$ cat src/rtl/i2c_master_byte_transactions_unit_assert.svh
// Assertion macros for the I2C byte transaction unit.
// Included by the top level; no other dependencies.
`ifndef I2C_MASTER_BYTE_TRANSACTIONS_UNIT_ASSERT_SVH
`define I2C_MASTER_BYTE_TRANSACTIONS_UNIT_ASSERT_SVH

// The consequent must hold in the same cycle as the antecedent.
`define I2CM_ASSERT_IMP(lbl, clk, rst, ante, cons) \
   lbl: assert property (@(posedge clk) disable iff (rst) (ante) |-> (cons)) \
      else $error("i2cm implication check failed");

// The expression must never be true.
`define I2CM_ASSERT_NEVER(lbl, clk, rst, expr) \
   lbl: assert property (@(posedge clk) disable iff (rst) !(expr)) \
      else $error("i2cm forbidden condition seen");

`endif

$ cat src/rtl/i2cm_pkg.sv
// Shared types, constants and the bus phase program of the I2C byte transaction unit.
// No dependencies.
`default_nettype none

package i2cm_pkg;

   // Command codes of an input word.
   localparam logic [1:0] CmdTick  = 2'd0;
   localparam logic [1:0] CmdWrite = 2'd1;
   localparam logic [1:0] CmdRead  = 2'd2;

   localparam logic [15:0] UnitTicksReset = 16'd100;
   localparam int          QueueDepthDefault = 2;

   // Program step numbers with a meaning of their own.
   localparam logic [5:0] StepIdle       = 6'd0;
   localparam logic [5:0] StepWriteFirst = 6'd1;
   localparam logic [5:0] StepReadFirst  = 6'd25;

   typedef enum logic [1:0] {
      SdaLo,
      SdaHi,
      SdaBit
   } sda_sel_type;

   typedef enum logic [3:0] {
      ActNone,
      ActLoadDev,
      ActLoadAddr,
      ActLoadData,
      ActLoadDevRd,
      ActTxBit,
      ActAck,
      ActRxClr,
      ActRxBit,
      ActRxLoop,
      ActEnd
   } act_type;

   typedef struct packed {
      logic        scl;
      sda_sel_type sda_sel;
      logic [1:0]  units;
      act_type     act;
   } phase_type;

   // One classified input word as it waits in the queue.
   typedef struct packed {
      logic       start_write;
      logic       start_read;
      logic [7:0] dev_byte;
      logic [7:0] reg_address;
      logic [7:0] write_data;
      logic       sda_in;
   } item_type;

   // Queue status seen by the engine and the top level.
   typedef struct packed {
      logic valid;
      logic full;
   } queue_status_type;

   function automatic phase_type mk_phase(input logic scl, input sda_sel_type sel,
                                          input logic [1:0] units, input act_type act);
      phase_type p;
      p.scl     = scl;
      p.sda_sel = sel;
      p.units   = units;
      p.act     = act;
      return p;
   endfunction

   // Phase program: line levels, length in delay units and the action at phase end.
   function automatic phase_type prog_phase(input logic [5:0] step);
      phase_type p;
      case (step)
         6'd0:  p = mk_phase(1'b1, SdaHi,  2'd1, ActNone);
         // Write: START.
         6'd1:  p = mk_phase(1'b1, SdaHi,  2'd2, ActNone);
         6'd2:  p = mk_phase(1'b1, SdaLo,  2'd1, ActNone);
         6'd3:  p = mk_phase(1'b0, SdaLo,  2'd1, ActLoadDev);
         // Device byte.
         6'd4:  p = mk_phase(1'b0, SdaBit, 2'd1, ActNone);
         6'd5:  p = mk_phase(1'b1, SdaBit, 2'd1, ActNone);
         6'd6:  p = mk_phase(1'b0, SdaBit, 2'd1, ActTxBit);
         6'd7:  p = mk_phase(1'b0, SdaHi,  2'd1, ActNone);
         6'd8:  p = mk_phase(1'b1, SdaHi,  2'd3, ActAck);
         6'd9:  p = mk_phase(1'b0, SdaHi,  2'd3, ActLoadAddr);
         // Address byte.
         6'd10: p = mk_phase(1'b0, SdaBit, 2'd1, ActNone);
         6'd11: p = mk_phase(1'b1, SdaBit, 2'd1, ActNone);
         6'd12: p = mk_phase(1'b0, SdaBit, 2'd1, ActTxBit);
         6'd13: p = mk_phase(1'b0, SdaHi,  2'd1, ActNone);
         6'd14: p = mk_phase(1'b1, SdaHi,  2'd3, ActAck);
         6'd15: p = mk_phase(1'b0, SdaHi,  2'd3, ActLoadData);
         // Data byte.
         6'd16: p = mk_phase(1'b0, SdaBit, 2'd1, ActNone);
         6'd17: p = mk_phase(1'b1, SdaBit, 2'd1, ActNone);
         6'd18: p = mk_phase(1'b0, SdaBit, 2'd1, ActTxBit);
         6'd19: p = mk_phase(1'b0, SdaHi,  2'd1, ActNone);
         6'd20: p = mk_phase(1'b1, SdaHi,  2'd3, ActAck);
         6'd21: p = mk_phase(1'b0, SdaHi,  2'd3, ActNone);
         // STOP.
         6'd22: p = mk_phase(1'b0, SdaLo,  2'd1, ActNone);
         6'd23: p = mk_phase(1'b1, SdaLo,  2'd1, ActNone);
         6'd24: p = mk_phase(1'b1, SdaHi,  2'd1, ActEnd);
         // Read: START.
         6'd25: p = mk_phase(1'b1, SdaHi,  2'd2, ActNone);
         6'd26: p = mk_phase(1'b1, SdaLo,  2'd1, ActNone);
         6'd27: p = mk_phase(1'b0, SdaLo,  2'd1, ActLoadDev);
         // Device byte.
         6'd28: p = mk_phase(1'b0, SdaBit, 2'd1, ActNone);
         6'd29: p = mk_phase(1'b1, SdaBit, 2'd1, ActNone);
         6'd30: p = mk_phase(1'b0, SdaBit, 2'd1, ActTxBit);
         6'd31: p = mk_phase(1'b0, SdaHi,  2'd1, ActNone);
         6'd32: p = mk_phase(1'b1, SdaHi,  2'd3, ActAck);
         6'd33: p = mk_phase(1'b0, SdaHi,  2'd3, ActLoadAddr);
         // Address byte.
         6'd34: p = mk_phase(1'b0, SdaBit, 2'd1, ActNone);
         6'd35: p = mk_phase(1'b1, SdaBit, 2'd1, ActNone);
         6'd36: p = mk_phase(1'b0, SdaBit, 2'd1, ActTxBit);
         6'd37: p = mk_phase(1'b0, SdaHi,  2'd1, ActNone);
         6'd38: p = mk_phase(1'b1, SdaHi,  2'd3, ActAck);
         6'd39: p = mk_phase(1'b0, SdaHi,  2'd3, ActNone);
         // Pause, STOP, pause.
         6'd40: p = mk_phase(1'b0, SdaHi,  2'd1, ActNone);
         6'd41: p = mk_phase(1'b0, SdaLo,  2'd1, ActNone);
         6'd42: p = mk_phase(1'b1, SdaLo,  2'd1, ActNone);
         6'd43: p = mk_phase(1'b1, SdaHi,  2'd1, ActNone);
         6'd44: p = mk_phase(1'b1, SdaHi,  2'd1, ActNone);
         // Repeated START.
         6'd45: p = mk_phase(1'b1, SdaHi,  2'd2, ActNone);
         6'd46: p = mk_phase(1'b1, SdaLo,  2'd1, ActNone);
         6'd47: p = mk_phase(1'b0, SdaLo,  2'd1, ActLoadDevRd);
         // Device byte with the read bit.
         6'd48: p = mk_phase(1'b0, SdaBit, 2'd1, ActNone);
         6'd49: p = mk_phase(1'b1, SdaBit, 2'd1, ActNone);
         6'd50: p = mk_phase(1'b0, SdaBit, 2'd1, ActTxBit);
         6'd51: p = mk_phase(1'b0, SdaHi,  2'd1, ActNone);
         6'd52: p = mk_phase(1'b1, SdaHi,  2'd3, ActAck);
         6'd53: p = mk_phase(1'b0, SdaHi,  2'd3, ActRxClr);
         // Receive eight bits.
         6'd54: p = mk_phase(1'b0, SdaHi,  2'd1, ActNone);
         6'd55: p = mk_phase(1'b1, SdaHi,  2'd2, ActRxBit);
         6'd56: p = mk_phase(1'b0, SdaHi,  2'd2, ActRxLoop);
         // NACK clock and pause.
         6'd57: p = mk_phase(1'b1, SdaHi,  2'd1, ActNone);
         6'd58: p = mk_phase(1'b0, SdaHi,  2'd1, ActNone);
         6'd59: p = mk_phase(1'b0, SdaHi,  2'd1, ActNone);
         // STOP and pause.
         6'd60: p = mk_phase(1'b0, SdaLo,  2'd1, ActNone);
         6'd61: p = mk_phase(1'b1, SdaLo,  2'd1, ActNone);
         6'd62: p = mk_phase(1'b1, SdaHi,  2'd1, ActNone);
         6'd63: p = mk_phase(1'b1, SdaHi,  2'd1, ActEnd);
         default: p = mk_phase(1'b1, SdaHi, 2'd1, ActNone);
      endcase
      return p;
   endfunction

   // Phase length in ticks: units (one to three) times the delay unit, zero read as one.
   function automatic logic [17:0] phase_len(input logic [1:0] units,
                                             input logic [15:0] unit_ticks);
      logic [15:0] u;
      logic [17:0] len;
      u = (unit_ticks == 16'd0) ? 16'd1 : unit_ticks;
      case (units)
         2'd1:    len = {2'b00, u};
         2'd2:    len = {1'b0, u, 1'b0};
         2'd3:    len = {2'b00, u} + {1'b0, u, 1'b0};
         default: len = 18'd0;
      endcase
      return len;
   endfunction

endpackage

`default_nettype wire

$ cat src/rtl/i2cm_front.sv
// Front end of the I2C byte transaction unit: takes input words, decodes the
// command and holds them in a short queue. Depends on i2cm_pkg.
`default_nettype none

module i2cm_front #(
   parameter int QueueDepth = i2cm_pkg::QueueDepthDefault
) (
   input  wire logic                      clock,
   input  wire logic                      reset,
   input  wire logic                      req_valid,
   output logic                           req_ready,
   input  wire logic [1:0]                req_command,
   input  wire logic [7:0]                req_dev_byte,
   input  wire logic [7:0]                req_reg_address,
   input  wire logic [7:0]                req_write_data,
   input  wire logic                      req_sda_in,
   output i2cm_pkg::item_type             item,
   output i2cm_pkg::queue_status_type     status,
   input  wire logic                      item_pop
);

   localparam int PtrWidth = (QueueDepth > 1) ? $clog2(QueueDepth) : 1;
   localparam int CntWidth = $clog2(QueueDepth + 1);
   localparam logic [PtrWidth-1:0] PtrLast = PtrWidth'(QueueDepth - 1);
   localparam logic [CntWidth-1:0] CntFull = CntWidth'(QueueDepth);

   i2cm_pkg::item_type entry_ff [QueueDepth];
   logic [PtrWidth-1:0] wr_ptr_ff, wr_ptr_in;
   logic [PtrWidth-1:0] rd_ptr_ff, rd_ptr_in;
   logic [CntWidth-1:0] count_ff, count_in;
   i2cm_pkg::item_type  decoded;
   logic                push;

   // Decode the command; the reserved code counts as a plain tick.
   always_comb begin
      decoded.start_write = (req_command == i2cm_pkg::CmdWrite);
      decoded.start_read  = (req_command == i2cm_pkg::CmdRead);
      decoded.dev_byte    = req_dev_byte;
      decoded.reg_address = req_reg_address;
      decoded.write_data  = req_write_data;
      decoded.sda_in      = req_sda_in;
   end

   assign req_ready    = (count_ff != CntFull);
   assign push         = req_valid && req_ready;
   assign status.valid = (count_ff != '0);
   assign status.full  = (count_ff == CntFull);
   assign item         = entry_ff[rd_ptr_ff];

   // Pointer and fill count update.
   always_comb begin
      wr_ptr_in = wr_ptr_ff;
      rd_ptr_in = rd_ptr_ff;
      count_in  = count_ff;
      if (push) begin
         wr_ptr_in = (wr_ptr_ff == PtrLast) ? '0 : wr_ptr_ff + 1'b1;
      end
      if (item_pop) begin
         rd_ptr_in = (rd_ptr_ff == PtrLast) ? '0 : rd_ptr_ff + 1'b1;
      end
      if (push && !item_pop) begin
         count_in = count_ff + 1'b1;
      end else if (!push && item_pop) begin
         count_in = count_ff - 1'b1;
      end
   end

   always_ff @(posedge clock) begin
      if (reset) begin
         wr_ptr_ff <= '0;
         rd_ptr_ff <= '0;
         count_ff  <= '0;
      end else begin
         wr_ptr_ff <= wr_ptr_in;
         rd_ptr_ff <= rd_ptr_in;
         count_ff  <= count_in;
      end
   end

   // Queue storage needs no reset.
   always_ff @(posedge clock) begin
      if (push) begin
         entry_ff[wr_ptr_ff] <= decoded;
      end
   end

endmodule

`default_nettype wire

$ cat src/rtl/i2cm_engine.sv
// Back end of the I2C byte transaction unit: steps the bus phase program one word per cycle
// while the result register is free or being emptied, and registers the result. Depends on i2cm_pkg.
`default_nettype none

module i2cm_engine (
   input  wire logic                      clock,
   input  wire logic                      reset,
   input  wire logic [15:0]               unit_ticks,
   input  wire i2cm_pkg::item_type        item,
   input  wire i2cm_pkg::queue_status_type status,
   output logic                           item_pop,
   output logic                           rsp_valid,
   input  wire logic                      rsp_ready,
   output logic                           rsp_scl_out,
   output logic                           rsp_sda_out,
   output logic                           rsp_busy_res,
   output logic                           rsp_done_res,
   output logic [7:0]                     rsp_read_data,
   output logic                           rsp_ack_ok
);

   logic [5:0]  step_ff, step_in;
   logic [17:0] delay_ff, delay_in;
   logic [3:0]  bit_cnt_ff, bit_cnt_in;
   logic [7:0]  shift_ff, shift_in;
   logic [7:0]  rx_byte_ff, rx_byte_in;
   logic [24:0] latched_ff, latched_in;
   logic        ack_ff, ack_in;

   logic        rsp_valid_ff, rsp_valid_in;
   logic        scl_ff, scl_in;
   logic        sda_ff, sda_in_q;
   logic        done_ff, done_in;

   logic [5:0]  cur_step;
   logic [17:0] cur_delay;
   logic [5:0]  next_step;
   logic [3:0]  bit_inc;
   i2cm_pkg::phase_type ph;
   i2cm_pkg::phase_type next_ph;

   // A word moves on when the result register is free or being emptied.
   assign item_pop = status.valid && (!rsp_valid_ff || rsp_ready);

   // One tick of the phase program.
   always_comb begin
      step_in    = step_ff;
      delay_in   = delay_ff;
      bit_cnt_in = bit_cnt_ff;
      shift_in   = shift_ff;
      rx_byte_in = rx_byte_ff;
      latched_in = latched_ff;
      ack_in     = ack_ff;
      scl_in     = 1'b1;
      sda_in_q   = 1'b1;
      done_in    = 1'b0;
      cur_step   = step_ff;
      cur_delay  = delay_ff;
      next_step  = step_ff;
      bit_inc    = bit_cnt_ff + 4'd1;
      ph         = i2cm_pkg::prog_phase(step_ff);
      next_ph    = ph;

      // A command starts a transaction only when idle.
      if (step_ff == i2cm_pkg::StepIdle && (item.start_write || item.start_read)) begin
         latched_in = {item.start_read, item.dev_byte, item.reg_address, item.write_data};
         ack_in     = 1'b1;
         cur_step   = item.start_write ? i2cm_pkg::StepWriteFirst
                                       : i2cm_pkg::StepReadFirst;
         ph         = i2cm_pkg::prog_phase(cur_step);
         cur_delay  = i2cm_pkg::phase_len(ph.units, unit_ticks);
      end
      step_in  = cur_step;
      delay_in = cur_delay;

      if (cur_step != i2cm_pkg::StepIdle) begin
         scl_in = ph.scl;
         case (ph.sda_sel)
            i2cm_pkg::SdaLo:  sda_in_q = 1'b0;
            i2cm_pkg::SdaBit: sda_in_q = shift_ff[7];
            default:          sda_in_q = 1'b1;
         endcase

         if (cur_delay > 18'd1) begin
            delay_in = cur_delay - 18'd1;
         end else begin
            // End of phase: run its action and pick the next step.
            next_step = cur_step + 6'd1;
            case (ph.act)
               i2cm_pkg::ActLoadDev: begin
                  shift_in   = latched_ff[23:16];
                  bit_cnt_in = 4'd0;
               end
               i2cm_pkg::ActLoadAddr: begin
                  shift_in   = latched_ff[15:8];
                  bit_cnt_in = 4'd0;
               end
               i2cm_pkg::ActLoadData: begin
                  shift_in   = latched_ff[7:0];
                  bit_cnt_in = 4'd0;
               end
               i2cm_pkg::ActLoadDevRd: begin
                  shift_in   = {latched_ff[23:17], 1'b1};
                  bit_cnt_in = 4'd0;
               end
               i2cm_pkg::ActTxBit: begin
                  shift_in   = {shift_ff[6:0], 1'b0};
                  bit_cnt_in = bit_inc;
                  if (bit_inc < 4'd8) begin
                     next_step = cur_step - 6'd2;
                  end
               end
               i2cm_pkg::ActAck: begin
                  if (item.sda_in) begin
                     ack_in = 1'b0;
                  end
               end
               i2cm_pkg::ActRxClr: begin
                  shift_in   = 8'd0;
                  bit_cnt_in = 4'd0;
               end
               i2cm_pkg::ActRxBit: begin
                  shift_in = {shift_ff[6:0], item.sda_in};
               end
               i2cm_pkg::ActRxLoop: begin
                  bit_cnt_in = bit_inc;
                  if (bit_inc < 4'd8) begin
                     next_step = cur_step - 6'd1;
                  end else begin
                     rx_byte_in = shift_ff;
                  end
               end
               i2cm_pkg::ActEnd: begin
                  next_step = i2cm_pkg::StepIdle;
                  done_in   = 1'b1;
               end
               default: begin
               end
            endcase
            next_ph  = i2cm_pkg::prog_phase(next_step);
            step_in  = next_step;
            delay_in = (next_step != i2cm_pkg::StepIdle)
                       ? i2cm_pkg::phase_len(next_ph.units, unit_ticks) : 18'd0;
         end
      end
   end

   // Result register valid flag.
   always_comb begin
      rsp_valid_in = rsp_valid_ff;
      if (item_pop) begin
         rsp_valid_in = 1'b1;
      end else if (rsp_ready) begin
         rsp_valid_in = 1'b0;
      end
   end

   always_ff @(posedge clock) begin
      if (reset) begin
         step_ff      <= i2cm_pkg::StepIdle;
         delay_ff     <= '0;
         bit_cnt_ff   <= '0;
         shift_ff     <= '0;
         rx_byte_ff   <= '0;
         latched_ff   <= '0;
         ack_ff       <= 1'b1;
         rsp_valid_ff <= 1'b0;
      end else begin
         rsp_valid_ff <= rsp_valid_in;
         if (item_pop) begin
            step_ff    <= step_in;
            delay_ff   <= delay_in;
            bit_cnt_ff <= bit_cnt_in;
            shift_ff   <= shift_in;
            rx_byte_ff <= rx_byte_in;
            latched_ff <= latched_in;
            ack_ff     <= ack_in;
         end
      end
   end

   // Result payload, loaded with each word.
   always_ff @(posedge clock) begin
      if (item_pop) begin
         scl_ff  <= scl_in;
         sda_ff  <= sda_in_q;
         done_ff <= done_in;
      end
   end

   assign rsp_valid     = rsp_valid_ff;
   assign rsp_scl_out   = scl_ff;
   assign rsp_sda_out   = sda_ff;
   assign rsp_busy_res  = (step_ff != i2cm_pkg::StepIdle);
   assign rsp_done_res  = done_ff;
   assign rsp_read_data = rx_byte_ff;
   assign rsp_ack_ok    = ack_ff;

endmodule

`default_nettype wire

$ cat src/rtl/i2c_master_byte_transactions_unit.sv
// I2C byte transaction unit, top level: configuration register, front queue and
// phase engine. Depends on i2cm_pkg, i2cm_front, i2cm_engine and the assertion header.
//
// Usage: every word on the req_ channel is one time tick of the bus. req_command
// starts a write (1) or read (2) transaction when the unit is idle and is ignored
// otherwise; req_sda_in is the sampled SDA level of that tick. Every word yields
// exactly one result word on the rsp_ channel with the SCL and SDA drive levels,
// busy and done flags, the last read byte and the acknowledge summary.
// The csr_ port writes unit_ticks, the length of one bus delay unit in ticks; the user
// must see that it is written only while no word is in flight, which the block does not enforce.
// A word is written into the front queue when accepted; the engine takes it from
// the queue once the result register is free or being emptied and loads its result
// into the result register, from which the receiver takes it.
// Throughput: one word per cycle while the result register is free or being emptied;
// the phase engine steps the program counter and delay counter once per word.
// Reset empties the queue, clears the result valid flag, puts the engine in its
// idle step and sets unit_ticks to 100. When the receiver stalls the result holds,
// the engine stops, and the queue keeps taking words until it is full, after which
// req_ready drops.
`default_nettype none
`include "i2c_master_byte_transactions_unit_assert.svh"

module i2c_master_byte_transactions_unit #(
   parameter int QueueDepth = i2cm_pkg::QueueDepthDefault
) (
   input  wire logic        clock,
   input  wire logic        reset,
   input  wire logic        csr_wr_en,
   input  wire logic [15:0] csr_wr_data,
   input  wire logic        req_valid,
   output logic             req_ready,
   input  wire logic [1:0]  req_command,
   input  wire logic [7:0]  req_dev_byte,
   input  wire logic [7:0]  req_reg_address,
   input  wire logic [7:0]  req_write_data,
   input  wire logic        req_sda_in,
   output logic             rsp_valid,
   input  wire logic        rsp_ready,
   output logic             rsp_scl_out,
   output logic             rsp_sda_out,
   output logic             rsp_busy_res,
   output logic             rsp_done_res,
   output logic [7:0]       rsp_read_data,
   output logic             rsp_ack_ok
);

   logic [15:0]                csr_unit_ticks_ff;
   i2cm_pkg::item_type         item;
   i2cm_pkg::queue_status_type q_status;
   logic                       item_pop;

   // Delay unit register.
   always_ff @(posedge clock) begin
      if (reset) begin
         csr_unit_ticks_ff <= i2cm_pkg::UnitTicksReset;
      end else if (csr_wr_en) begin
         csr_unit_ticks_ff <= csr_wr_data;
      end
   end

   i2cm_front #(
      .QueueDepth (QueueDepth)
   ) u_front (
      .clock           (clock),
      .reset           (reset),
      .req_valid       (req_valid),
      .req_ready       (req_ready),
      .req_command     (req_command),
      .req_dev_byte    (req_dev_byte),
      .req_reg_address (req_reg_address),
      .req_write_data  (req_write_data),
      .req_sda_in      (req_sda_in),
      .item            (item),
      .status          (q_status),
      .item_pop        (item_pop)
   );

   i2cm_engine u_engine (
      .clock         (clock),
      .reset         (reset),
      .unit_ticks    (csr_unit_ticks_ff),
      .item          (item),
      .status        (q_status),
      .item_pop      (item_pop),
      .rsp_valid     (rsp_valid),
      .rsp_ready     (rsp_ready),
      .rsp_scl_out   (rsp_scl_out),
      .rsp_sda_out   (rsp_sda_out),
      .rsp_busy_res  (rsp_busy_res),
      .rsp_done_res  (rsp_done_res),
      .rsp_read_data (rsp_read_data),
      .rsp_ack_ok    (rsp_ack_ok)
   );

   // The engine only takes a word that the queue holds.
   `I2CM_ASSERT_IMP(a_pop_needs_word, clock, reset, item_pop, q_status.valid)
   // A full queue is never reported empty.
   `I2CM_ASSERT_NEVER(a_full_not_empty, clock, reset, q_status.full && !q_status.valid)
   // The finishing tick already shows the unit idle.
   `I2CM_ASSERT_IMP(a_done_not_busy, clock, reset, rsp_valid && rsp_done_res, !rsp_busy_res)
   // With no transaction running both lines are released.
   `I2CM_ASSERT_IMP(a_idle_released, clock, reset, rsp_valid && !rsp_busy_res,
                    rsp_scl_out && rsp_sda_out)

endmodule

`default_nettype wire

$ cat config.mk
export PLATFORM = sky130hd
export DESIGN_NAME = i2c_master_byte_transactions_unit
export DESIGN_NICKNAME = d
export VERILOG_FILES = /design/src/rtl/i2cm_pkg.sv /design/src/rtl/i2cm_front.sv /design/src/rtl/i2cm_engine.sv /design/src/rtl/i2c_master_byte_transactions_unit.sv
export VERILOG_INCLUDE_DIRS = /design/src /design/src/rtl
export SDC_FILE = /design/constraint.sdc
export NUM_CORES = 1
export LEC_CHECK = 0
export BUFFER_PORTS_ARGS = -buffer_cell sky130_fd_sc_hd__buf_2
export CORE_ASPECT_RATIO = 1.1
export CORE_MARGIN = 10
export CORE_UTILIZATION = 65
export CTS_CLUSTER_DIAMETER = 120
export DETAILED_ROUTE_END_ITERATION = 6
export PLACE_DENSITY = 0.85
export SYNTH_ARGS = -nofsm -noshare
export SYNTH_HDL_FRONTEND = slang
export SYNTH_SLANG_ARGS = --single-unit
$ cat constraint.sdc
create_clock -name clock -period 14.1 [get_ports clock]
set_clock_uncertainty 0.15 [all_clocks]
set_input_delay 4.23 -clock clock [delete_from_list [all_inputs] [get_ports clock]]
set_output_delay 4.23 -clock clock [all_outputs]
set_load 0.005 [all_outputs]
==> results of run 1 <==
==> cell families (layout without fill, tap and decap cells) <==
logic type                 count (synthesis)  in the layout
AOI/OAI and AO/OA                        308            308
DFF                                      155            155
adders and majority gates                 37             37
xor gates and xnor gates                  23             23
buffers and inverters                    117            158
muxes                                     72             72
and+or+nand+nor                          392            392
==> layout make-up <==
cell class,count,area [sq um]
multi-input cells,832,5380
fillers,1058,3850
flip-flops and latches,155,3670
repair buffers,80,445
clock buffers,17,425
well taps,192,240
clock inverters,15,195
inverters,46,178
==> where the power goes <==
group	internal, uW	leakage (uW)	total [uW]	switching (uW)
Combinational	447	0.00249	1280	835
Sequential	571	0.00133	654	83.5
Clock	257	0.000302	475	218
==> cell usage after synthesis (4+ instances only) <==
| library cell | instances |
|---|---|
| nand2b_1 | 10 |
| a22oi_1 | 17 |
| a21o_1 | 6 |
| a221oi_1 | 14 |
| and3_1 | 11 |
| buf_2 | 10 |
| o31ai_1 | 5 |
| a31oi_1 | 11 |
| ha_1 | 36 |
| xnor2_1 | 13 |
| o221ai_1 | 11 |
| a32oi_1 | 4 |
| buf_1 | 4 |
| o211ai_1 | 12 |
| inv_1 | 39 |
| o21bai_1 | 5 |
| nand3_1 | 28 |
| nand3b_1 | 5 |
| mux2_2 | 7 |
| or2_2 | 4 |
| nand2_1 | 76 |
| a211oi_1 | 37 |
| clkbuf_1 | 51 |
| and2_1 | 12 |
| o21ai_0 | 65 |
| mux2i_1 | 65 |
| a21oi_1 | 60 |
| edfxtp_1 | 57 |
| or4_1 | 4 |
| o22ai_1 | 5 |
| o32ai_1 | 5 |
| xor2_1 | 10 |
| nor2_1 | 157 |
| o32a_1 | 5 |
| dfxtp_1 | 98 |
| nor4_1 | 14 |
| a2bb2oi_1 | 4 |
| clkinv_1 | 4 |
| or3_1 | 12 |
| nor2b_1 | 10 |
| nor3_1 | 27 |
| nand4_1 | 6 |
==> per-layer routing <==
layer,vias up,share of wire [%],global-route usage (%)
met2,455,49,45.6
met5,-,0,0
met4,0,4.3,14.0
met1,4242,39,31.0
met3,106,7.3,6.38
li1,4151,-,-
==> worst max-delay path, stage by stage <==
cell      delay [ns]
buf_2           0.08
nand2b_1        0.11
o21ai_1         0.07
buf_4           0.20
clkinv_1        0.41
nand2_1         0.33
nor3_2          0.65
mux2_2          0.48
nor2_1          0.23
ha_1            0.36
nor2_1          0.11
a221oi_1        0.30
o21ai_0         0.12
o21ai_0         0.07
==> worst max-delay path by stage <==
stage | startpoint | to | slack, ns | cells after the start
detailed placement | rsp_ready | register | 6.19 | 14
global route | rsp_ready | register | 6.21 | 16
finish | rsp_ready | register | 6.54 | 14
CTS | rsp_ready | register | 6.65 | 14
global placement | rsp_ready | register | 6.31 | 14
floorplan | rsp_ready | register | 7.19 | 11
==> state kept, by name, summed over array words and instances, names as in the netlist, named ones only <==
name                    count
csr_unit_ticks_ff          16
u_engine.bit_cnt_ff         4
u_engine.delay_ff          18
u_engine.latched_ff        24
u_engine.rsp_ack_ok         1
u_engine.rsp_done_res       1
u_engine.rsp_read_data      8
u_engine.rsp_scl_out        1
u_engine.rsp_sda_out        1
u_engine.rsp_valid          1
u_engine.shift_ff           8
u_engine.step_ff            6
u_front.count_ff            2
u_front.entry_ff           54
u_front.rd_ptr_ff           1
u_front.wr_ptr_ff           1
==> per-stage QoR <==
step	worst slack, ns	power (uW)	instance area, sq um	hold slack [ns]	instances
3_5_place_dp	6.19	1890	9910	0.340	1305
4_1_cts	6.65	2370	10500	0.353	1337
6_report	6.54	2410	10500	0.349	1337
3_3_place_gp	6.31	1860	9910	0.324	1305
2_1_floorplan	7.19	1590	9530	0.308	1104
5_1_grt	6.21	2540	10500	0.371	1337
==> out/metrics.yaml, run 1 <==
cts_tree: "built"
ys_types: 82
slew_headroom_pct: 25.6
numCtsBuffers: 17
max_slew.worst_pin.slew_ns: 1.11
holdPathEnd: "u_engine.rsp_read_data[5]"
area_growth_pct: 10.5
fmax_ghz: 0.132
grt_max_degree: 79
wirelength_mm: 27.5
start_util_pct: 66.3
rsz0062_at_grt: "false"
layout.nets: 1217
r2r_cells: 20
crit_fanout: 21
root_buffer: "clkbuf_16"
period_share_pct: 53.6
synthAdderAreaFrac_pct: 4.93
setup_viol: 0
async_reset_ff_share_pct: 0
p_leak_uw: 0.00412
synth-seq-cells: 155
gp_congestion: 1.05
syn_avg_cell_area_sq_um: 8.64
synth_top_family_by_area: "compound AO/OA/AOI/OAI gates"
synth-xor-area-share_pct: 2.11
clock-sinks: 155
drive_gt1_share_pct: 12.5
cp_data_required_time_ns: 14.32
die_x_um: 135
core-area_sq_um: 14400
clk_pin_slew_ns: 0.07
post_cts_buffers: 0
status: "finished with violations"
synthMuxAreaShare_pct: 7.65
syn_inst: 1104
synth_simple_gate_area_share_pct: 19.5
via_per_inst: 6.70
cts_buffer_depth: 2
htreeDepth: 4
hold_buffers: 0
synth_top_area_cell: "dfxtp_1"
synthesis.area_sq_um: 9530
wire_per_inst_um: 20.6
hold_path.class: "register to register"
p_per_area_nw_per_um2: 229
start_kind: "primary input"
insertion_delay_ns: 0.44
synth_area_leaders: "dfxtp_1, edfxtp_1, mux2i_1"
num_rows: 46
yosysWarnings: 0
io_pins: 63
ir_drop_uv: 176
die_area_sq_um: 19900
fin_tns_setup_ns: 0
drt_iter0_markers: 977
die_h_um: 147
final_common_cell: "nor2_1"
grt_pass1_wl_mm: 43.7
synth_flop_cell: "dfxtp_1"
synth-compound-area-share_pct: 22.0
rrSetupSlack_ns: 8.01
hold_viol_final: 0
drc: 3
dp_hpwl_mm: 18.8
overflow: 0
synth_edf_count: 57
portBuffers: 62
fin_crit_ns: 7.56
grt_usage_pct: 27.0
synth_seq_area_share_pct: 38.5
critical_path.endpoint_type: "register"
report.final.slew_viol_count: 0
worst-endpoint-arrival_ns: 7.77
ant_nets: 0
antenna_found_initial: 0
drtPass1Iterations: 7
critical_path_class: "primary input to register"
layout_common_cells: "nor2_1, dfxtp_1, nand2_1, mux2i_1, o21ai_0"
whs_path_depth: 2
synth_top_cell_area_share_pct: 20.6
cts_resized: 0
hp-start: "u_engine.rsp_read_data[5]"
violations: "DRC"
grt_pass1_vias: 8634
maxCapViolCount: 0
final_util_pct: 73.2
vias: 8954
synth_nets: 1189
diodes: 0
No activity file was read; power rests on OpenSTA's default activity.
==> run 2, diff against run 1 <==
--- a/config.mk
+++ b/config.mk
@@ -6,13 +6,14 @@
 export SDC_FILE = /design/constraint.sdc
 export NUM_CORES = 1
 export LEC_CHECK = 0
+export ABC_AREA = 1
 export BUFFER_PORTS_ARGS = -buffer_cell sky130_fd_sc_hd__buf_2
 export CORE_ASPECT_RATIO = 1.1
 export CORE_MARGIN = 10
-export CORE_UTILIZATION = 65
+export CORE_UTILIZATION = 62
 export CTS_CLUSTER_DIAMETER = 120
 export DETAILED_ROUTE_END_ITERATION = 6
-export PLACE_DENSITY = 0.85
+export PLACE_DENSITY = 0.81
 export SYNTH_ARGS = -nofsm -noshare
 export SYNTH_HDL_FRONTEND = slang
 export SYNTH_SLANG_ARGS = --single-unit
==> constraint.sdc (replaced) <==
create_clock -name clock -period 7.17 [get_ports clock]
set_clock_uncertainty 0.15 [all_clocks]
set_input_delay 2.151 -clock clock [delete_from_list [all_inputs] [get_ports clock]]
set_output_delay 2.151 -clock clock [all_outputs]
set_load 0.005 [all_outputs]
==> run 2 against run 1 <==
  * The flow now finishes without violations
  * Global-route usage shrank 3.3 points
  * Core utilization decreased by 3.8 points
  * Setup slack got worse by 4.8 ns
  * First-iteration DRC count decreased by 20%
  * Non-clock buffer count decreased by 11
  * Flip-flop and latch count unchanged
  * Clock-buffer cell count did not move
  * Design area down 0.74%
  * Sequential share of layout area up 0.26 points
  * Wire length is 12% lower
  * Via count down 0.79%
  * Register-to-register slack worse by 6.2 ns
  * Largest cell class unchanged
==> out/metrics.yaml, run 2 <==
synth_edf_count: 57  # unchanged
ys_types: 53  # -35%
fin_tns_setup_ns: 0  # unchanged
syn_avg_cell_area_sq_um: 7.23  # -16%
io_pins: 63  # unchanged
drc: 0  # -3
path_common_cell: "nand2_1"
cts_tree: "built"
num_rows: 47  # +2.2%
clock-sinks: 155  # unchanged
start_util_pct: 63.0  # -3.3 points
root_buffer: "clkbuf_16"
setup_viol: 0  # unchanged
synth_flop_cell: "dfxtp_1"
yosysMostFrequentCell: "nand2_1"
layout_common_cells: "nand2_1, inv_1, a21oi_1, nand3_1, dfxtp_1"
wirelength_mm: 24.2  # -12%
htreeDepth: 4  # unchanged
crit_fanout: 30  # +43%
portBuffers: 62  # unchanged
insertion_delay_ns: 0.44  # about the same
ant_nets: 0  # unchanged
final_area_sq_um: 10500  # -0.74%
synth_top_area_cell: "dfxtp_1"
yosysWarnings: 0  # unchanged
critical_path.endpoint_type: "register"
hold_path.class: "register to register"
die_area_sq_um: 20600  # +3.7%
grt_usage_pct: 23.7  # -3.3 points
status: "complete, no violations"
layout.nets: 1432  # +18%
synth_area_leaders: "dfxtp_1, edfxtp_1, nand2_1"
grt_pass1_vias: 8468  # -1.9%
synth_common_cells: "nand2_1, inv_1, a21oi_1"
slew_headroom_pct: 28.4  # +2.8 points
die_h_um: 150  # +1.8%
dp_hpwl_mm: 17.2  # -8.4%
grt_max_degree: 55  # -30%
drtPass1Iterations: 5  # -2
synth-seq-cells: 155  # unchanged
largest_register_ffs: 54  # unchanged
core-area_sq_um: 15100  # +4.6%
overflow: 0  # unchanged
clk_pin_slew_ns: 0.07  # about the same
area_growth_pct: 10.3
hold_viol_final: 0  # unchanged
max_slew.worst_pin.slew_ns: 1.07  # -0.0374 ns
p_leak_uw: 0.00479  # +16%
antenna_found_initial: 0  # unchanged
diodes: 0  # unchanged
dpl.cell_count: 1524  # +17%
instances_no_fill: 1556  # +16%
cp_data_required_time_ns: 7.34  # -6.98 ns
place_area_sq_um: 9840  # -0.71%
final_common_cell: "nand2_1"
ir_drop_uv: 238  # +35%
maxCapViolCount: 0  # unchanged
critPathSlowestCell: "dfxtp_1"
cts_buffer_depth: 2  # unchanged
die_x_um: 138  # +1.8%
synth_nets: 1396  # +17%
async_reset_ff_share_pct: 0  # unchanged
p_per_area_nw_per_um2: 392  # +71%
critical_path_class: "register to register"
syn_inst: 1311  # +19%
period_share_pct: 75.1
fin_crit_ns: 5.38
synth_top_cell_area_share_pct: 20.7  # +0.11 points
worst-endpoint-arrival_ns: 5.56  # -2.21 ns
via_per_inst: 5.71  # -15%
max_stage_delay_ns: 1.03  # +0.38 ns
grt_pass1_wl_mm: 39.8  # -9.0%
numCtsBuffers: 17  # unchanged
post_cts_buffers: 0  # unchanged
largest_register: "u_front.entry_ff"
start_kind: "register"
vias: 8883  # -0.79%
rsz0062_at_grt: "false"
hold_buffers: 0  # unchanged
synthesis.area_sq_um: 9480  # -0.52%
synth_seq_area_share_pct: 38.7  # +0.20 points
top_regs: "u_front.entry_ff: 54 flops, u_engine.latched_ff: 24 flops, u_engine.delay_ff: 18 flops"
drt_iter0_markers: 783  # -20%
report.final.slew_viol_count: 0  # unchanged
fmax_ghz: 0.186
drive_gt1_share_pct: 12.2  # -0.28 points
wire_per_inst_um: 15.5  # -25%
gp_congestion: 0.984  # -6.2%
cts_resized: 0  # unchanged
[run 2: changes by cell type after synthesis, moves of 18 or more]
cell	delta
nor2_1	-83
nor3_1	-19
inv_1	+87
nand3_1	+83
a21oi_1	+57
mux2i_1	-64
a211oi_1	-30
clkbuf_1	-18
nand2_1	+280
o21ai_0	+19
[run 2: metrics by stage]
step / utilization, % / setup slack, ns / hold WS (ns) / total power [uW]
2_1_floorplan: - / 2.80 / 0.276 / 2790
3_3_place_gp: 65.4 / 2.05 / 0.288 / 3140
3_5_place_dp: 65.4 / 1.85 / 0.302 / 3170
4_1_cts: 69.5 / 1.79 / 0.312 / 4080
5_1_grt: 69.5 / 1.36 / 0.328 / 4430
6_report: 69.5 / 1.79 / 0.307 / 4100
[run 2: layout make-up]
class | instances | area (sq um)
multi-input combinational | 966 | 5040
fill | 1281 | 4600
sequential | 155 | 3670
inverter | 138 | 526
clock buffer | 17 | 425
timing repair buffer | 69 | 363
tap | 196 | 245
clock inverter | 15 | 188
[run 2: critical path, delay by kind of cell (launching register included)]
| kind | cells | cell delay [ns] |
|---|---|---|
| fa+ha+maj | 2 | 0.47 |
| buf+inv | 5 | 1.05 |
| simple gates | 21 | 2.35 |
| flops | 1 | 1.03 |
| compound gates | 1 | 0.20 |
[run 2: cell families after synthesis]
kind of cell | synth area share, %
AO/OA/AOI/OAI | 16.5
XOR/XNOR | 2.86
adder cells (fa/ha/maj) | 4.96
buffers and inverters | 8.25
flip-flops | 38.7
multiplexers | 0.106
AND/OR/NAND/NOR | 28.6
[run 2: final timing paths]
kind | startpoint | to | slack [ns] | cells past startpoint
hold / removal | u_front.rd_ptr_ff | u_front.rd_ptr_ff | 0.31 | 1
setup reg to reg | register | register | 1.79 | 29
setup / recovery | register | register | 1.79 | 29
hold reg to reg | u_front.rd_ptr_ff | u_front.rd_ptr_ff | 0.31 | 1
[run 2: power by group]
group	total, uW	internal, uW	leakage, uW	switching (uW)
Combinational	2040	638	0.00316	1400
Sequential	1150	1060	0.00133	89.5
Clock	909	477	0.000300	433
Total	4100	2180	0.00479	1920
[run 2: routing by layer]
| layer | GRT usage [%] | vias to the layer above | part of all wire [%] |
|---|---|---|---|
| li1 | - | 4438 | - |
| met4 | 12.1 | 0 | 3.9 |
| met2 | 39.1 | 291 | 48 |
| met3 | 4.09 | 79 | 5.5 |
| met1 | 29.0 | 4075 | 43 |
| met5 | 0 | - | 0 |
==> run 3, diff against run 2 <==
==> constraint.sdc (replaced) <==
create_clock -name clock -period 5.3 [get_ports clock]
set_clock_uncertainty 0.15 [all_clocks]
set_input_delay 1.59 -clock clock [delete_from_list [all_inputs] [get_ports clock]]
set_output_delay 1.59 -clock clock [all_outputs]
set_load 0.005 [all_outputs]
==> run 3 against run 2 <==
  * Core utilization rose by 0.20 points
  * Sequential power is 34% higher
  * First-iteration DRC count fell by 0.77%
  * Highest routed layer unchanged
  * Largest cell class unchanged
  * Non-clock buffer count up 4
  * Clock power increased by 35%
  * Die area stayed put
  * Setup slack worse by 1.1 ns
  * Combinational power increased by 39%
  * Via count up 0.50%
  * Flip-flop and latch count stayed put
  * Global-route usage up 1.2 points
  * Critical path depth decreased by 1
==> out/metrics.yaml, run 3 (synthesized netlist as in run 2, its figures left out) <==
drtPass1Iterations: 6  # +1
io_pins: 63  # unchanged
final_area_sq_um: 10500  # +0.29%
hold_buffers: 0  # unchanged
report.final.slew_viol_count: 0  # unchanged
fmax_ghz: 0.219  # +18%
whs_path_depth: 1  # unchanged
max_stage_delay_ns: 0.45  # -0.58 ns
start_kind: "register"
antenna_found_initial: 0  # unchanged
r2r_cells: 28  # -3.4%
crit_fanout: 30  # unchanged
clock-sinks: 155  # unchanged
status: "complete, no violations"
hold_viol_final: 0  # unchanged
clk_pin_slew_ns: 0.07  # about the same
drive_gt1_share_pct: 12.5  # +0.26 points
p_per_area_nw_per_um2: 534  # +36%
maxCapViolCount: 0  # unchanged
cts_tree: "built"
grt_pass1_wl_mm: 41.7  # +4.7%
place_area_sq_um: 9870  # +0.31%
grt_usage_pct: 25.0  # +1.2 points
grt_max_degree: 53  # -3.6%
dp_slack_ns: 0.815  # -1.03 ns
hold_path.class: "register to register"
total_power_uw: 5600  # +37%
hp-start: "u_front.rd_ptr_ff"
top_regs: "u_front.entry_ff: 54 flops, u_engine.latched_ff: 24 flops, u_engine.delay_ff: 18 flops"
slew_headroom_pct: 40.7  # +12 points
ir_drop_uv: 296  # +25%
path_common_cell: "nand2_1"
area_growth_pct: 10.6
largest_register: "u_front.entry_ff"
num_rows: 47  # unchanged
ant_nets: 0  # unchanged
worst-endpoint-arrival_ns: 4.73  # -0.83 ns
post_cts_buffers: 0  # unchanged
drc: 0  # unchanged
start_util_pct: 63.0  # unchanged
die_area_sq_um: 20600  # unchanged
dp_hpwl_mm: 17.9  # +3.9%
fin_tns_setup_ns: 0  # unchanged
setup_viol: 0  # unchanged
p_leak_uw: 0.00481  # +0.28%
layout_common_cells: "nand2_1, inv_1, a21oi_1, nand3_1, dfxtp_1"
htreeDepth: 4  # unchanged
wire_per_inst_um: 16.0  # +3.3%
root_buffer: "clkbuf_16"
die_x_um: 138  # unchanged
drt_iter0_markers: 777  # -0.77%
core-area_sq_um: 15100  # unchanged
grt_pass1_vias: 8734  # +3.1%
largest_register_ffs: 54  # unchanged
numCtsBuffers: 17  # unchanged
fin_ws_ns: 0.735  # -1.05 ns
rsz0062_at_grt: "false"
fin_crit_ns: 4.57  # -0.819 ns
overflow: 0  # unchanged
layout.nets: 1436  # +0.28%
cp_top_family: "simple AND/OR/NAND/NOR gates"
critPathSlowestCell: "o21ai_0"
worst-path-buf-inv: 5  # unchanged
die_h_um: 150  # unchanged
rrSetupSlack_ns: 0.73  # -1.05 ns
holdPathEnd: "u_front.rd_ptr_ff"
vias: 8927  # +0.50%
max_slew.worst_pin.slew_ns: 0.884  # -0.188 ns
critical_path_class: "register to register"
via_per_inst: 5.72  # +0.24%
period_share_pct: 86.1  # +11 points
wirelength_mm: 25.0  # +3.6%
cts_resized: 0  # unchanged
critical_path.endpoint_type: "register"
insertion_delay_ns: 0.43  # about the same
diodes: 0  # unchanged
final_common_cell: "nand2_1"
worst-path-stages: 28  # -3.4%
cts_buffer_depth: 2  # unchanged
cp_data_required_time_ns: 5.47  # -1.87 ns
gp_congestion: 0.964  # -2.1%
portBuffers: 62  # unchanged
## run 3: changes by cell type in the layout (fill, tap and decap cells not counted)
cell        delta
clkinv_4       +1
inv_8          -1
clkinv_2       -1
buf_4          +4
clkinvlp_4     +1
## run 3: where the power goes
group	switching (uW)	leakage, uW	internal, uW
Sequential	97.1	0.00133	1440
Combinational	1950	0.00318	885
Clock	588	0.000294	643
## run 3: through the flow
stage | utilization (%) | cells | hold WS [ns]
final | 69.7 | 1560 | 0.302
after global routing | 69.7 | 1560 | 0.326
after CTS | 69.7 | 1560 | 0.301
after detailed placement | 65.6 | 1528 | 0.293
after global placement | 65.6 | 1528 | 0.285
after floorplan | - | 1311 | 0.276
## run 3: worst max path at each step
stage                                      to
final                                register
after floorplan           u_front.count_ff[1]
after detailed placement             register
after global placement               register
after global routing                 register
after CTS                            register
## run 3: cell type report
| class | count | area [sq um] |
|---|---|---|
| multi-input combinational | 966 | 5040 |
| fill | 1288 | 4570 |
| sequential | 155 | 3670 |
| inverter | 138 | 526 |
| clock buffer | 17 | 425 |
| timing repair buffer | 73 | 393 |
| tap | 196 | 245 |
| clock inverter | 15 | 188 |
## run 3: layer usage
layer / track usage [%] / vias to the layer above / share of wire, % / wire (um)
li1: - / 4464 / - / -
met1: 29.9 / 4067 / 41 / 10300
met2: 42.3 / 318 / 50 / 12400
met3: 3.52 / 78 / 5.4 / 1340
met4: 13.3 / 0 / 4.0 / 989
met5: 0 / - / 0 / 0
